`config.mk`:
```
export PLATFORM = sky130hd
export DESIGN_NAME = event_octant_activity_tracker_flat
export DESIGN_NICKNAME = d
export VERILOG_FILES = /design/src/design/eoat_pkg.sv /design/src/design/eoat_if.sv /design/src/design/eoat_ctrl.sv /design/src/design/eoat_dp.sv /design/src/design/event_octant_activity_tracker.sv /design/src/flat_wrapper.sv
export SDC_FILE = /design/constraint.sdc
export NUM_CORES = 1
export LEC_CHECK = 0
export ABC_CLOCK_PERIOD_IN_PS = 10700
export BUFFER_PORTS_ARGS = -buffer_cell sky130_fd_sc_hd__buf_2
export CAP_MARGIN = 20
export CORE_UTILIZATION = 30
export CTS_BUF_LIST = sky130_fd_sc_hd__clkbuf_16
export DETAILED_ROUTE_END_ITERATION = 10
export PLACE_DENSITY = 0.41
export SLEW_MARGIN = 40
export SYNTH_ARGS = -nofsm -noshare
export SYNTH_HDL_FRONTEND = slang
export SYNTH_SLANG_ARGS = --single-unit
```
`constraint.sdc`:
```
create_clock -name clk -period 10.7 [get_ports clk]
set_input_delay 0.535 -clock clk [delete_from_list [all_inputs] [get_ports clk]]
set_output_delay 0.535 -clock clk [all_outputs]
set_load 0.1 [all_outputs]
```
`src/design/eoat_pkg.sv`:
```
// Shared constants, codes and control types of the octant activity tracker.
// No dependencies.
`default_nettype none

package eoat_pkg;

	localparam int unsigned BATCH_LEN_DEF = 4;
	localparam int unsigned WEDGES        = 8;
	localparam int unsigned WEDGE_W       = 3;
	localparam int unsigned COORD_W       = 7;
	localparam int unsigned ACT_W         = 8;
	localparam int unsigned RAD_W         = 5;
	localparam int unsigned SHIFT_W       = 3;
	localparam int unsigned CFG_IDX_W     = 3;
	localparam int unsigned CFG_DATA_W    = 8;

	localparam logic [COORD_W-1:0] CENTER_X_RST = 7'd63;
	localparam logic [COORD_W-1:0] CENTER_Y_RST = 7'd56;
	localparam logic [ACT_W-1:0]   STEP_RST     = 8'd24;
	localparam logic [SHIFT_W-1:0] DECAY_RST    = 3'd2;
	localparam logic [ACT_W-1:0]   THRESH_RST   = 8'd64;

	localparam logic [ACT_W-1:0] ACT_CAP = 8'hFF;
	localparam logic [RAD_W-1:0] RAD_CAP = 5'd31;

	typedef enum logic [CFG_IDX_W-1:0] {
		CFG_CENTER_X       = 3'd0,
		CFG_CENTER_Y       = 3'd1,
		CFG_STEP_SIZE      = 3'd2,
		CFG_DECAY_SHIFT    = 3'd3,
		CFG_EMIT_THRESHOLD = 3'd4
	} cfg_idx_t;

	localparam logic [WEDGE_W-1:0] WEDGE_E    = 3'd0;
	localparam logic [WEDGE_W-1:0] WEDGE_NE   = 3'd1;
	localparam logic [WEDGE_W-1:0] WEDGE_N    = 3'd2;
	localparam logic [WEDGE_W-1:0] WEDGE_NW   = 3'd3;
	localparam logic [WEDGE_W-1:0] WEDGE_WEST = 3'd4;
	localparam logic [WEDGE_W-1:0] WEDGE_SW   = 3'd5;
	localparam logic [WEDGE_W-1:0] WEDGE_S    = 3'd6;
	localparam logic [WEDGE_W-1:0] WEDGE_SE   = 3'd7;

	typedef struct packed {
		logic upd;
		logic leak;
		logic pick;
	} cmd_t;

	typedef struct packed {
		logic last;
		logic out_free;
	} stat_t;

endpackage

`default_nettype wire

```
`src/design/eoat_if.sv`:
```
// Valid/ready channel interfaces: event words in, result words out.
// Depends on eoat_pkg.
`default_nettype none

interface eoat_evt_if;
	logic                           valid;
	logic                           ready;
	logic [eoat_pkg::COORD_W-1:0]   x_pos;
	logic [eoat_pkg::COORD_W-1:0]   y_pos;
	logic                           polarity;

	modport source(output valid, output x_pos, output y_pos, output polarity, input ready);
	modport sink(input valid, input x_pos, input y_pos, input polarity, output ready);
endinterface

interface eoat_res_if;
	logic                           valid;
	logic                           ready;
	logic [eoat_pkg::WEDGE_W-1:0]   octant;
	logic [eoat_pkg::RAD_W-1:0]     radius;
	logic                           ping_polarity;
	logic [eoat_pkg::RAD_W-1:0]     strength;
	logic                           peak_flag;

	modport source(output valid, output octant, output radius, output ping_polarity,
		output strength, output peak_flag, input ready);
	modport sink(input valid, input octant, input radius, input ping_polarity,
		input strength, input peak_flag, output ready);
endinterface

`default_nettype wire

```
`src/design/eoat_ctrl.sv`:
```
// Controller: sequences event update, batch leak and dominant-wedge pick.
// Depends on eoat_pkg.
`default_nettype none

module eoat_ctrl (
	input  wire logic           clk,
	input  wire logic           arst_n,
	input  wire logic           evt_valid,
	output logic                evt_ready,
	input  wire eoat_pkg::stat_t stat,
	output eoat_pkg::cmd_t      cmd
);

	typedef enum logic [1:0] {
		ST_IDLE,
		ST_LEAK,
		ST_PICK
	} state_t;

	state_t state_q;
	logic   ready_q;

	always_ff @(posedge clk or negedge arst_n) begin
		if (!arst_n) begin
			state_q <= ST_IDLE;
			ready_q <= 1'b1;
		end else begin
			case (state_q)
				ST_IDLE: begin
					if (evt_valid && ready_q && stat.last) begin
						state_q <= ST_LEAK;
						ready_q <= 1'b0;
					end
				end
				ST_LEAK: begin
					state_q <= ST_PICK;
				end
				ST_PICK: begin
					if (stat.out_free) begin
						state_q <= ST_IDLE;
						ready_q <= 1'b1;
					end
				end
				default: begin
					state_q <= ST_IDLE;
					ready_q <= 1'b1;
				end
			endcase
		end
	end

	assign evt_ready = ready_q;
	assign cmd.upd   = evt_valid & ready_q;
	assign cmd.leak  = (state_q == ST_LEAK);
	assign cmd.pick  = (state_q == ST_PICK) & stat.out_free;

endmodule

`default_nettype wire

```
`src/design/eoat_dp.sv`:
```
// Datapath: config registers, per-wedge stores, leak, argmax tree, result register.
// Depends on eoat_pkg; driven by eoat_ctrl commands.
`default_nettype none

module eoat_dp #(
	parameter int unsigned BATCH_LEN = eoat_pkg::BATCH_LEN_DEF
) (
	input  wire logic                               clk,
	input  wire logic                               arst_n,
	input  wire eoat_pkg::cmd_t                     cmd,
	output eoat_pkg::stat_t                         stat,
	input  wire logic                               cfg_we,
	input  wire logic [eoat_pkg::CFG_IDX_W-1:0]     cfg_index,
	input  wire logic [eoat_pkg::CFG_DATA_W-1:0]    cfg_data,
	input  wire logic [eoat_pkg::COORD_W-1:0]       x_pos,
	input  wire logic [eoat_pkg::COORD_W-1:0]       y_pos,
	input  wire logic                               polarity,
	output logic                                    res_valid,
	input  wire logic                               res_ready,
	output logic [eoat_pkg::WEDGE_W-1:0]            res_octant,
	output logic [eoat_pkg::RAD_W-1:0]              res_radius,
	output logic                                    res_ping_polarity,
	output logic [eoat_pkg::RAD_W-1:0]              res_strength,
	output logic                                    res_peak_flag
);

	localparam int unsigned POS_W = (BATCH_LEN > 1) ? $clog2(BATCH_LEN) : 1;
	localparam int unsigned CNT_W = $clog2(BATCH_LEN + 1);
	localparam int unsigned SUM_W = $clog2(31 * BATCH_LEN + 1);
	localparam int unsigned CW    = eoat_pkg::COORD_W;
	localparam int unsigned AW    = eoat_pkg::ACT_W;
	localparam int unsigned NW    = eoat_pkg::WEDGES;

	typedef struct packed {
		logic [eoat_pkg::WEDGE_W-1:0] idx;
		logic [AW-1:0]                act;
		logic [SUM_W-1:0]             sum;
		logic [CNT_W-1:0]             cnt;
		logic                         pol;
	} cand_t;

	function automatic cand_t pick_c(input cand_t a, input cand_t b);
		pick_c = (a.act >= b.act) ? a : b;
	endfunction

	// configuration
	logic [CW-1:0]                     center_x_q;
	logic [CW-1:0]                     center_y_q;
	logic [AW-1:0]                     step_q;
	logic [eoat_pkg::SHIFT_W-1:0]      decay_q;
	logic [AW-1:0]                     thresh_q;

	always_ff @(posedge clk or negedge arst_n) begin
		if (!arst_n) begin
			center_x_q <= eoat_pkg::CENTER_X_RST;
			center_y_q <= eoat_pkg::CENTER_Y_RST;
			step_q     <= eoat_pkg::STEP_RST;
			decay_q    <= eoat_pkg::DECAY_RST;
			thresh_q   <= eoat_pkg::THRESH_RST;
		end else if (cfg_we) begin
			case (cfg_index)
				eoat_pkg::CFG_CENTER_X:       center_x_q <= cfg_data[CW-1:0];
				eoat_pkg::CFG_CENTER_Y:       center_y_q <= cfg_data[CW-1:0];
				eoat_pkg::CFG_STEP_SIZE:      step_q     <= cfg_data[AW-1:0];
				eoat_pkg::CFG_DECAY_SHIFT:    decay_q    <= cfg_data[eoat_pkg::SHIFT_W-1:0];
				eoat_pkg::CFG_EMIT_THRESHOLD: thresh_q   <= cfg_data[AW-1:0];
				default: ;
			endcase
		end
	end

	// event geometry
	logic [CW:0]                  dx, dy, ndx, ndy;
	logic [CW-1:0]                adx, ady, rmax;
	logic                         x_dom;
	logic [eoat_pkg::RAD_W-1:0]   rq;
	logic [eoat_pkg::WEDGE_W-1:0] wedge;

	always_comb begin
		dx    = {1'b0, x_pos} - {1'b0, center_x_q};
		dy    = {1'b0, y_pos} - {1'b0, center_y_q};
		ndx   = '0 - dx;
		ndy   = '0 - dy;
		adx   = dx[CW] ? ndx[CW-1:0] : dx[CW-1:0];
		ady   = dy[CW] ? ndy[CW-1:0] : dy[CW-1:0];
		x_dom = (adx >= ady);
		rmax  = x_dom ? adx : ady;
		rq    = rmax[CW-1] ? eoat_pkg::RAD_CAP : rmax[eoat_pkg::RAD_W:1];
		if (x_dom) begin
			wedge = dx[CW] ? eoat_pkg::WEDGE_WEST : eoat_pkg::WEDGE_E;
		end else if (dy[CW]) begin
			wedge = dx[CW] ? eoat_pkg::WEDGE_NW : eoat_pkg::WEDGE_NE;
		end else begin
			wedge = dx[CW] ? eoat_pkg::WEDGE_SW : eoat_pkg::WEDGE_SE;
		end
	end

	// per-wedge stores
	logic [AW-1:0]    act_q [NW];
	logic [SUM_W-1:0] sum_q [NW];
	logic [CNT_W-1:0] cnt_q [NW];
	logic             pol_q [NW];
	logic [POS_W-1:0] pos_q;

	logic [AW:0]      act_sum;
	logic [AW-1:0]    act_new;
	logic [SUM_W-1:0] sum_new;
	logic [CNT_W-1:0] cnt_new;

	always_comb begin
		act_sum = {1'b0, act_q[wedge]} + {1'b0, step_q};
		act_new = act_sum[AW] ? eoat_pkg::ACT_CAP : act_sum[AW-1:0];
		sum_new = sum_q[wedge] + SUM_W'(rq);
		cnt_new = cnt_q[wedge] + CNT_W'(1);
	end

	assign stat.last = (pos_q == POS_W'(BATCH_LEN - 1));

	always_ff @(posedge clk or negedge arst_n) begin
		if (!arst_n) begin
			pos_q <= '0;
		end else if (cmd.pick) begin
			pos_q <= '0;
		end else if (cmd.upd && !stat.last) begin
			pos_q <= pos_q + POS_W'(1);
		end
	end

	for (genvar i = 0; i < NW; i++) begin : g_wedge
		always_ff @(posedge clk or negedge arst_n) begin
			if (!arst_n) begin
				act_q[i] <= '0;
				sum_q[i] <= '0;
				cnt_q[i] <= '0;
				pol_q[i] <= 1'b0;
			end else begin
				if (cmd.upd && (wedge == eoat_pkg::WEDGE_W'(i))) begin
					act_q[i] <= act_new;
					sum_q[i] <= sum_new;
					cnt_q[i] <= cnt_new;
					pol_q[i] <= polarity;
				end else if (cmd.leak) begin
					act_q[i] <= act_q[i] - (act_q[i] >> decay_q);
				end else if (cmd.pick) begin
					sum_q[i] <= '0;
					cnt_q[i] <= '0;
					pol_q[i] <= 1'b0;
				end
			end
		end
	end

	// argmax tree, lowest index wins ties
	cand_t leaf [NW];
	cand_t l1   [NW/2];
	cand_t l2   [NW/4];
	cand_t best;

	logic [1:0]       rsh;
	logic [SUM_W-1:0] rshift;
	logic [eoat_pkg::RAD_W-1:0] rad;

	always_comb begin
		for (int i = 0; i < NW; i++) begin
			leaf[i].idx = eoat_pkg::WEDGE_W'(i);
			leaf[i].act = act_q[i];
			leaf[i].sum = sum_q[i];
			leaf[i].cnt = cnt_q[i];
			leaf[i].pol = pol_q[i];
		end
		for (int j = 0; j < NW/2; j++) begin
			l1[j] = pick_c(leaf[2*j], leaf[2*j+1]);
		end
		for (int j = 0; j < NW/4; j++) begin
			l2[j] = pick_c(l1[2*j], l1[2*j+1]);
		end
		best = pick_c(l2[0], l2[1]);

		if (32'(best.cnt) >= 32'd3) begin
			rsh = 2'd2;
		end else if (32'(best.cnt) == 32'd2) begin
			rsh = 2'd1;
		end else begin
			rsh = 2'd0;
		end
		rshift = best.sum >> rsh;
		if (best.cnt == '0) begin
			rad = '0;
		end else if (rshift > SUM_W'(eoat_pkg::RAD_CAP)) begin
			rad = eoat_pkg::RAD_CAP;
		end else begin
			rad = rshift[eoat_pkg::RAD_W-1:0];
		end
	end

	// result register
	logic                         res_valid_q;
	logic [eoat_pkg::WEDGE_W-1:0] octant_q;
	logic [eoat_pkg::RAD_W-1:0]   radius_q;
	logic                         pol_out_q;
	logic [eoat_pkg::RAD_W-1:0]   strength_q;
	logic                         peak_q;

	assign stat.out_free = !res_valid_q || res_ready;

	always_ff @(posedge clk or negedge arst_n) begin
		if (!arst_n) begin
			res_valid_q <= 1'b0;
		end else if (cmd.pick) begin
			res_valid_q <= 1'b1;
		end else if (res_ready) begin
			res_valid_q <= 1'b0;
		end
	end

	always_ff @(posedge clk) begin
		if (cmd.pick) begin
			octant_q   <= best.idx;
			radius_q   <= rad;
			pol_out_q  <= best.pol;
			strength_q <= best.act[AW-1:3];
			peak_q     <= (best.act >= thresh_q);
		end
	end

	assign res_valid         = res_valid_q;
	assign res_octant        = octant_q;
	assign res_radius        = radius_q;
	assign res_ping_polarity = pol_out_q;
	assign res_strength      = strength_q;
	assign res_peak_flag     = peak_q;

endmodule

`default_nettype wire

```
`src/design/event_octant_activity_tracker.sv`:
```
// Top level of the event octant activity tracker: controller plus datapath.
// Depends on eoat_pkg, eoat_if, eoat_ctrl, eoat_dp.
//
//   channel  dir  word                                                  handshake
//   evt      in   x_pos, y_pos, polarity                                valid/ready
//   res      out  octant, radius, ping_polarity, strength, peak_flag    valid/ready
//   cfg      in   cfg_index, cfg_data                                   cfg_we
//
// An event that does not close a batch updates its wedge at acceptance.
// A batch-closing event runs update, leak of all counters, then argmax into the
// result register. The argmax waits while a previous result is still held unread.
// Reset loads register defaults and clears all counters at once; no clearing pass.
// Input is accepted while a result waits, up to the next batch end.
`default_nettype none

module event_octant_activity_tracker #(
	parameter int unsigned BATCH_LEN = eoat_pkg::BATCH_LEN_DEF
) (
	input  wire logic                               clk,
	input  wire logic                               arst_n,
	eoat_evt_if.sink                                evt,
	eoat_res_if.source                              res,
	input  wire logic                               cfg_we,
	input  wire logic [eoat_pkg::CFG_IDX_W-1:0]     cfg_index,
	input  wire logic [eoat_pkg::CFG_DATA_W-1:0]    cfg_data
);

	eoat_pkg::cmd_t  cmd;
	eoat_pkg::stat_t stat;

	eoat_ctrl u_ctrl (
		.clk       (clk),
		.arst_n    (arst_n),
		.evt_valid (evt.valid),
		.evt_ready (evt.ready),
		.stat      (stat),
		.cmd       (cmd)
	);

	eoat_dp #(
		.BATCH_LEN (BATCH_LEN)
	) u_dp (
		.clk               (clk),
		.arst_n            (arst_n),
		.cmd               (cmd),
		.stat              (stat),
		.cfg_we            (cfg_we),
		.cfg_index         (cfg_index),
		.cfg_data          (cfg_data),
		.x_pos             (evt.x_pos),
		.y_pos             (evt.y_pos),
		.polarity          (evt.polarity),
		.res_valid         (res.valid),
		.res_ready         (res.ready),
		.res_octant        (res.octant),
		.res_radius        (res.radius),
		.res_ping_polarity (res.ping_polarity),
		.res_strength      (res.strength),
		.res_peak_flag     (res.peak_flag)
	);

endmodule

`default_nettype wire

```
`src/flat_wrapper.sv`:
```
// flat-port wrapper written by rule: the top's interface ports become plain ports
module event_octant_activity_tracker_flat 
#(
	parameter int unsigned BATCH_LEN = eoat_pkg::BATCH_LEN_DEF
)
  (clk, arst_n, cfg_we, cfg_index, cfg_data, evt_valid, evt_x_pos, evt_y_pos, evt_polarity, evt_ready, res_valid, res_octant, res_radius, res_ping_polarity, res_strength, res_peak_flag, res_ready);
  eoat_evt_if evt_i ();
  eoat_res_if res_i ();
  input  wire logic clk;
  input  wire logic arst_n;
  input  wire logic cfg_we;
  input  wire logic [eoat_pkg::CFG_IDX_W-1:0] cfg_index;
  input  wire logic [eoat_pkg::CFG_DATA_W-1:0] cfg_data;
  input wire logic [$bits(evt_i.valid)-1:0] evt_valid;
  input wire logic [$bits(evt_i.x_pos)-1:0] evt_x_pos;
  input wire logic [$bits(evt_i.y_pos)-1:0] evt_y_pos;
  input wire logic [$bits(evt_i.polarity)-1:0] evt_polarity;
  output wire logic [$bits(evt_i.ready)-1:0] evt_ready;
  output wire logic [$bits(res_i.valid)-1:0] res_valid;
  output wire logic [$bits(res_i.octant)-1:0] res_octant;
  output wire logic [$bits(res_i.radius)-1:0] res_radius;
  output wire logic [$bits(res_i.ping_polarity)-1:0] res_ping_polarity;
  output wire logic [$bits(res_i.strength)-1:0] res_strength;
  output wire logic [$bits(res_i.peak_flag)-1:0] res_peak_flag;
  input wire logic [$bits(res_i.ready)-1:0] res_ready;
  assign evt_i.valid = evt_valid;
  assign evt_i.x_pos = evt_x_pos;
  assign evt_i.y_pos = evt_y_pos;
  assign evt_i.polarity = evt_polarity;
  assign evt_ready = evt_i.ready;
  assign res_valid = res_i.valid;
  assign res_octant = res_i.octant;
  assign res_radius = res_i.radius;
  assign res_ping_polarity = res_i.ping_polarity;
  assign res_strength = res_i.strength;
  assign res_peak_flag = res_i.peak_flag;
  assign res_i.ready = res_ready;
  event_octant_activity_tracker #(.BATCH_LEN(BATCH_LEN)) u_core (.clk(clk), .arst_n(arst_n), .evt(evt_i), .res(res_i), .cfg_we(cfg_we), .cfg_index(cfg_index), .cfg_data(cfg_data));
endmodule
```
==> Word-level counts from Yosys, hierarchy flattened <==
Cells that the tools add are included.
{ "totals": {"ff_bits": 206, "input_bits": 31, "out_inout_bits": 17, "word_cells": 248} }
{ "classes": {"n_addsub": 16, "n_lt_le_gt_ge": 12, "n_eq_ne": 25, "shift": 9, "muxes": 85, "n_bitwise": 4, "n_reduce_logical": 51} }
{ "ops": {"columns": ["operator", "count"], "rows": [
  ["two-way mux 8 bit", 19],
  ["two-way mux 7 bit", 15],
  ["two-way mux 20 bit", 4],
  [">= comparator 8 bit", 8],
  ["right shift 8 x 3 -> 8 bit", 8],
  ["subtractor 8 bit", 8],
  ["two-way mux 3 bit", 15],
  ["two-way mux 21 bit", 2],
  ["nonzero test 2 bit", 18],
  ["AND reduction 2 bit", 14],
  ["binary-select mux 8 bit (select 3 bit)", 1],
  ["two-way mux 22 bit", 1],
  ["binary-select mux 7 bit (select 3 bit)", 1],
  ["!= test 2 bit (second input constant)", 10],
  ["subtractor 7 x 7 -> 8 bit", 2],
  ["== test 3 x 2 -> 1 bit (second input constant)", 5],
  ["== test 3 bit (second input constant)", 5],
  ["two-way mux 1 bit", 15],
  ["two-way mux 2 bit", 7],
  ["subtractor 1 x 7 -> 7 bit (first input constant)", 2],
  ["logical AND 1 bit", 11],
  ["two-way mux 5 bit", 2],
  ["adder 8 x 8 -> 9 bit", 1],
  ["binary-select mux 3 bit (select 3 bit)", 1],
  ["other kinds (21)", 27]
]} }

==> Longest topological paths before layout <==
Gate-level depths: netlist (run 1).
{ "depth": {"depth_word": 12, "ltp_mapped": 43} }

==> Hierarchy <==
A second synthesis (run 1) with hierarchy kept.
{ "hier_totals": {"cells_unflattened": 2114, "area_unflattened_um2": 17493.0} }
{ "by_module_without_submodules": {"columns": ["module", "instances", "cells_per_inst", "area_each_um2"], "rows": [
  ["eoat_dp", 1, 2101, 17345.4],
  ["eoat_ctrl", 1, 13, 147.6]
]} }

==> Worst setup path before layout (run 1) <==
No wires, ideal clock.
{ "synth_path": {"kind": "reg2reg", "from": "register u_core.u_dp.act_q[38] (netlist bit)", "to": "register u_core.u_dp.peak_q (netlist: u_core.u_dp.res_peak_flag), data pin", "setup_time_ns": 0.257, "arrival_time_ns": 7.359, "required_ns": 10.443, "slack_ns": 3.084, "path_stages_with_launch": 40, "n_path_buf": 10, "path_cell_list": "dfrtp_1 -> clkbuf_1 -> inv_1 -> ha_1 -> o2111a_1 -> a21oi_1 -> clkbuf_1 -> clkbuf_1 -> buf_1 -> mux2i_1 -> ha_1 -> o2111ai_1 -> o21ai_0 -> nand3_1 -> nand2_1 -> buf_1 -> buf_1 -> buf_1 -> [... 4 more ...] -> o21ai_0 -> nand3_1 -> nand2_1 -> clkbuf_1 -> clkbuf_1 -> clkbuf_1 -> nand2_1 -> o21ai_0 -> ha_1 -> a21o_1 -> a21oi_1 -> nor2b_1 -> o21ai_0 -> nand2b_1 -> a21oi_1 -> nor2b_1 -> o21ai_0 -> nand2b_1"} }
{ "synth_between": {"elab_chain_cells": 7} }
{ "synth_lines": {"columns": ["item", "line_no", "rtl"], "rows": [
  ["start, declared", "eoat_dp.sv:99", "logic [AW-1:0] act_q [NW];"],
  ["start signal, assigned by index", "eoat_dp.sv:138", "act_q[i] <= act_new;"],
  ["start signal, assigned by index", "eoat_dp.sv:143", "act_q[i] <= act_q[i] - (act_q[i] >> decay_q);"],
  [">= comparator 8 bit", "eoat_dp.sv:43", "pick_c = (a.act >= b.act) ? a : b;"],
  ["two-way mux 20 bit (*)", "eoat_dp.sv:43", null],
  [">= comparator 8 bit", "eoat_dp.sv:43", null],
  ["two-way mux 21 bit (*)", "eoat_dp.sv:43", null],
  [">= comparator 8 bit", "eoat_dp.sv:43", null],
  ["two-way mux 22 bit (*)", "eoat_dp.sv:43", null],
  [">= comparator 8 bit (*)", "eoat_dp.sv:222", "peak_q <= (best.act >= thresh_q);"],
  ["end signal, assigned", "eoat_dp.sv:222", null],
  ["end, declared", "eoat_dp.sv:202", "logic peak_q;"]
]} }
Mark *: on every way between the ends. The rest lies on a longest branch, timed or not.
A chain may end at the register's enable or synchronous reset.

==> Worst setup path in the final report (run 1) <==
{ "layout_path": {"from": "register u_core.u_dp.act_q[56] (netlist bit)", "to": "register u_core.u_dp.peak_q (netlist: u_core.u_dp.res_peak_flag), data pin"} }
Same word-level chain as after synthesis.

==> impl_metrics.json, run 1 <==
{
  "grt_pass1_vias": 14300,
  "clkTransAtPathRegs_ns": 0.06,
  "port-buffer-count": 47,
  "slowest_stage": "dfrtp_1",
  "syn_to_final_growth_pct": 11.3,
  "crit_fanout": 24,
  "wl_um": 59100,
  "grt_usage": 0.209,
  "cts-root-buf": "clkbuf_16",
  "num-nets-final": 2204,
  "syn_area_mm2": 0.0170,
  "die_area_mm2": 0.0575,
  "vias_per_cell": 5.23,
  "synth_top_area_frac": 0.261,
  "timing.final.max_slew_violations": 0,
  "die_w_um": 240,
  "finalHoldViolations": 0,
  "num_io_pins": 48,
  "grt-ovfl-total": 0,
  "cts.sinks": 206,
  "hold_ws_ns": 0.184,
  "grt_pass1_wl_um": 90800,
  "synth-main-ff-cell": "dfrtp_1",
  "postRouteAntennaNets": 0,
  "arrival_ns": 8.08,
  "maxCapViolCount": 0,
  "post-place-cells": 2722,
  "ys_seq_elements": 206,
  "grt_max_degree": 97,
  "cts_made_buffers": 27,
  "worst-path-buf-inv": 5,
  "cts-htree-levels": 1,
  "min_from": "cfg_data[7]",
  "synthArstFlopShare": 0.927,
  "row_count": 86,
  "cts_max_path_buffers": 3,
  "postLayoutCellArea_mm2": 0.0189,
  "synth_top_area_cell": "dfrtp_1",
  "clock_skew_ns": 0.0253,
  "critPathCaptureType": "register",
  "place_congestion": 0.877,
  "cts_resized": 0,
  "synth_nets": 2226,
  "fin_setup_tns_ns": 0,
  "cp_data_required_time_ns": 11.01,
  "crit_path_max_incr_delay_ns": 0.45,
  "finalCriticalPeriod_ns": 7.77,
  "period_share": 0.726,
  "worstSkewPairLatency_ns": 0.59,
  "syn_inst": 2026,
  "relSlewSlack": 0.441,
  "synth_area_leaders": "dfrtp_1 (26%), ha_1 (12%), o21ai_0 (8.7%), mux2i_1 (6.7%), nand2_1 (5.3%)",
  "cp_top_family": "compound AO/OA/AOI/OAI gates",
  "post_drt_wl_per_cell_um": 21.3,
  "ys_warn_count": 0,
  "rr_worst_depth": 38,
  "max_freq_mhz": 129,
  "worst_pin_slew_ns": 0.838,
  "initial_core_util": 0.305,
  "hp-class": "in2reg",
  "vias": 14500,
  "crit_type": "reg2reg",
  "setup_viol": 0,
  "hold_depth": 3,
  "antenna_found_initial": 1,
  "die_y_um": 240,
  "insertedDiodeCount": 0,
  "ys_types": 65,
  "first_iter_violations": 887,
  "critPathLaunchType": "register",
  "ys_seq_area_frac": 0.309,
  "rr_endpoint": "u_core.u_dp.res_peak_flag",
  "dp_hpwl_um": 42100,
  "rrSetupSlack_ns": 2.93,
  "r2r_start": "u_core.u_dp.act_q[56]",
  "firstDrtPassIters": 5,
  "placed_cell_area_mm2": 0.0180,
  "synth_area_per_cell_um2": 8.37,
  "hold_end": "u_core.u_dp.thresh_q[7]",
  "synth_edf_count": 15,
  "final_cell_mix": "o21ai_0 (295), nand2_1 (238), dfrtp_1 (175)",
  "drive_above_1_share": 0.102,
  "tritoncts": "done",
  "layout_commonest_cell": "o21ai_0",
  "drc": 0,
  "status": "finished clean",
  "final_cells": 2773,
  "core_area_mm2": 0.0555,
  "rsz0062_at_grt": "no"
}
## metrics by stage
step / utilization / worst slack [ns]
after floorplan: - / 3.08
after global placement: 0.323 / 2.83
after detailed placement: 0.324 / 2.70
after CTS: 0.340 / 2.82
after global routing: 0.340 / 2.31
final: 0.340 / 2.93
## repair_timing
item	4_1_cts	5_1_grt
endpoints found under the hold margin	8	0
hold buffers	1	0
buffers inserted	0	0
## final cells by class
class / count / area [µm²]
multi-input cells: 1579 / 10900
well taps: 748 / 936
inverters: 108 / 405
flip-flops and latches: 206 / 5260
repair buffers: 82 / 537
clock inverters: 23 / 175
fillers: 5919 / 36700
clock buffers: 27 / 676
## kinds of logic after synthesis
logic type,after synthesis,synth area share
adders and majority gates,170,0.131
muxes,160,0.0979
DFF,206,0.309
and+or+nand+nor,559,0.154
AOI/OAI and AO/OA,621,0.218
xor gates and xnor gates,69,0.0356
buffers and inverters,241,0.0543
## worst min-delay path, cell delays in order
cell and delay (ns):
buf_2 0.08, nand2_1 0.04, o21ai_0 0.06
## per-layer routing
layer	GRT usage	vias up	part of all wire
li1	-	7140	-
met1	0.291	7028	0.47
met2	0.342	275	0.47
met3	0.0251	60	0.037
met4	0.0486	0	0.021
met5	0	-	0
## synthesized netlist by cell type (16+ instances only)
cell type and n:
and2_1 24, nand2b_1 54, and3_1 16, xor2_1 18, nand2_1 240, inv_1 107, mux2i_1 113, o21ai_0 295
xnor2_1 51, nor2_1 71, o211ai_1 19, a21o_1 51, ha_1 157, a21oi_1 119, buf_1 27, clkbuf_1 97
nor2b_1 44, nand3_1 88, a211oi_1 54, mux2_2 43, dfrtp_1 177
## registers in the layout, summed over array words and instances (netlist names), 5 cells and up
name and cells:
u_core.u_dp.act_q 64, u_core.u_dp.leaf 64, u_core.u_dp.cnt_q 24, u_core.u_dp.step_q 8, u_core.u_dp.thresh_q 8, u_core.u_dp.center_x_q 7, u_core.u_dp.center_y_q 7, u_core.u_dp.res_radius 5
u_core.u_dp.res_strength 5
## worst max-delay path by stage
| stage | slack (ns) | end | depth (start not counted) | startpoint |
|---|---|---|---|---|
| after floorplan | 3.08 | u_core.u_dp.res_peak_flag | 39 | u_core.u_dp.act_q[38] |
| after global placement | 2.83 | u_core.u_dp.res_peak_flag | 38 | u_core.u_dp.act_q[56] |
| after detailed placement | 2.70 | u_core.u_dp.act_q[50] | 29 | evt_y_pos[1] |
| after CTS | 2.82 | u_core.u_dp.res_peak_flag | 34 | u_core.u_dp.act_q[56] |
| after global routing | 2.31 | u_core.u_dp.res_peak_flag | 34 | u_core.u_dp.act_q[56] |
| final | 2.93 | u_core.u_dp.res_peak_flag | 38 | u_core.u_dp.act_q[56] |
Power of run 1 is not shown: default switching activity piles up to over one toggle a cycle in this logic, so the estimate is an artifact.
==> inputs of run 2 (changes only) <==
--- a/config.mk
+++ b/config.mk
@@ -5,13 +5,13 @@
 export SDC_FILE = /design/constraint.sdc
 export NUM_CORES = 1
 export LEC_CHECK = 0
-export ABC_CLOCK_PERIOD_IN_PS = 10700
+export ABC_CLOCK_PERIOD_IN_PS = 6300
 export BUFFER_PORTS_ARGS = -buffer_cell sky130_fd_sc_hd__buf_2
 export CAP_MARGIN = 20
 export CORE_UTILIZATION = 30
 export CTS_BUF_LIST = sky130_fd_sc_hd__clkbuf_16
 export DETAILED_ROUTE_END_ITERATION = 10
-export PLACE_DENSITY = 0.41
+export PLACE_DENSITY = 0.43
 export SLEW_MARGIN = 40
 export SYNTH_ARGS = -nofsm -noshare
 export SYNTH_HDL_FRONTEND = slang
==> constraint.sdc (replaced) <==
create_clock -name clk -period 6.3 [get_ports clk]
set_input_delay 0.315 -clock clk [delete_from_list [all_inputs] [get_ports clk]]
set_output_delay 0.315 -clock clk [all_outputs]
set_load 0.1 [all_outputs]
==> run 2 against run 1 <==
Global-route usage down 0.13 points. Die area unchanged. Hold slack worse by 0.15 ns. Cell count up 6.3%. Final area up 11%. Critical path depth down 10. Sequential cell count unchanged. Via count up 5.1%. Non-clock buffer count up 173. Sequential share of layout area down 2.6 points. Largest cell class unchanged.
==> impl_metrics.json, run 2 (same netlist as run 1, synthesis figures left out) <==
{
  "use_met2": 0.342,
  "grt_max_degree": 138,
  "drive_above_1_share": 0.203,
  "syn_to_final_growth_pct": 23.0,
  "place_ws_ns": -0.179,
  "postLayoutCellArea_mm2": 0.0209,
  "maxCapViolCount": 0,
  "cts.sinks": 206,
  "crit_fanout": 8,
  "insertedDiodeCount": 0,
  "place_congestion": 0.913,
  "num-nets-final": 2379,
  "initial_core_util": 0.305,
  "cp_top_family": "compound AO/OA/AOI/OAI gates",
  "grt_pass1_vias": 14700,
  "setup_viol": 0,
  "relSlewSlack": 0.485,
  "use_met3": 0.0184,
  "arrival_ns": 6.50,
  "fin_ws_ns": 0.190,
  "post_drt_wl_per_cell_um": 20.3,
  "drc": 0,
  "worst_pin_slew_ns": 0.771,
  "num_io_pins": 48,
  "wl_um": 59800,
  "die_w_um": 240,
  "layout_commonest_cell": "o21ai_0",
  "vias": 15200,
  "grt_pass1_wl_um": 90700,
  "grt_usage": 0.207,
  "worst-path-buf-inv": 5,
  "critPathLaunchType": "register",
  "die_area_mm2": 0.0575,
  "met1_usage": 0.291,
  "placed_cell_area_mm2": 0.0192,
  "finalHoldViolations": 0,
  "row_count": 86,
  "port-buffer-count": 47,
  "grt-ovfl-total": 0,
  "clkTransAtPathRegs_ns": 0.06,
  "period_share": 0.970,
  "grt-busiest-layer": "met2",
  "slowest_stage": "dfrtp_1",
  "max_freq_mhz": 164,
  "cts-root-buf": "clkbuf_16",
  "cp_data_required_time_ns": 6.69,
  "first_iter_violations": 883,
  "vias_per_cell": 5.17,
  "hp-class": "in2reg",
  "worstSkewPairLatency_ns": 0.59,
  "cts-htree-levels": 1,
  "clock_skew_ns": 0.0151,
  "final_cell_mix": "o21ai_0 (273), nand2_1 (238), buf_4 (184)",
  "firstDrtPassIters": 6,
  "crit_type": "reg2reg",
  "die_y_um": 240,
  "postRouteAntennaNets": 0,
  "dp_hpwl_um": 42300,
  "crit_path_max_incr_delay_ns": 0.43,
  "cts_max_path_buffers": 3,
  "final.fill_count": 5775,
  "status": "finished clean",
  "timing.final.max_slew_violations": 0,
  "cts_made_buffers": 28,
  "finalCriticalPeriod_ns": 6.11,
  "critPathCaptureType": "register",
  "tritoncts": "done",
  "antenna_found_initial": 0,
  "core_area_mm2": 0.0555
}
## run 2: tightest hold or removal path: cells and delay by family
kind	cells	cell delay [ns]
buffers and inverters	1	0.15
AOI/OAI and AO/OA	1	0.07
and+or+nand+nor	1	0.06
## run 2: repair_timing
item / CTS / global route
cloned: 0 / 2
setup buffers: 1 / 22
setup endpoints to repair: 1 / 59
endpoints found under the hold margin: 63 / 0
hold buffers: 7 / 0
gates resized for setup: 9 / 82
pin swaps: 0 / 32
## run 2: routing by layer
| layer | part of all wire | vias to the layer above | wire length (µm) |
|---|---|---|---|
| met1 | 0.48 | 7399 | 28600 |
| met2 | 0.47 | 272 | 27900 |
| met3 | 0.031 | 75 | 1850 |
| met5 | 0 | - | 0 |
| li1 | - | 7496 | - |
| met4 | 0.023 | 0 | 1380 |
## run 2: final cells by class
cell class	count	area, µm²	share of cell area
multi-input cells	1580	11300	0.542
flip-flops and latches	206	5260	0.252
repair buffers	255	2000	0.0957
well taps	748	936	0.0449
clock buffers	29	726	0.0348
inverters	108	409	0.0196
clock inverters	23	229	0.0110
## run 2: worst paths after layout
check                                           start                   endpoint  slack [ns]  depth (start not counted)
worst max-delay path             u_core.u_dp.act_q[0]  u_core.u_dp.res_radius[0]        0.19                         28
worst min-delay path                      cfg_data[2]  u_core.u_dp.center_x_q[2]        0.04                          3
worst max register to register   u_core.u_dp.act_q[0]  u_core.u_dp.res_radius[0]        0.19                         28
worst min register to register  u_core.u_dp.cnt_q[17]      u_core.u_dp.cnt_q[17]        0.48                          1
max in group asynchronous                      arst_n    u_core.u_dp.thresh_q[6]        4.79                          4
min in group asynchronous                      arst_n      u_core.u_dp.res_valid        0.26                          2
## run 2: per-stage QoR
| stage | std cells | setup TNS [ns] | hold slack [ns] | utilization |
|---|---|---|---|---|
| after floorplan | 2026 | -0.00398 | 0.0194 | - |
| after global placement | 2864 | -0.352 | 0.315 | 0.346 |
| after detailed placement | 2864 | -0.179 | 0.315 | 0.347 |
| after CTS | 2924 | 0 | 0.00603 | 0.366 |
| after global routing | 2949 | -0.331 | 0.0285 | 0.376 |
| final | 2949 | 0 | 0.0366 | 0.376 |
Power of run 2 is left out for the same reason.
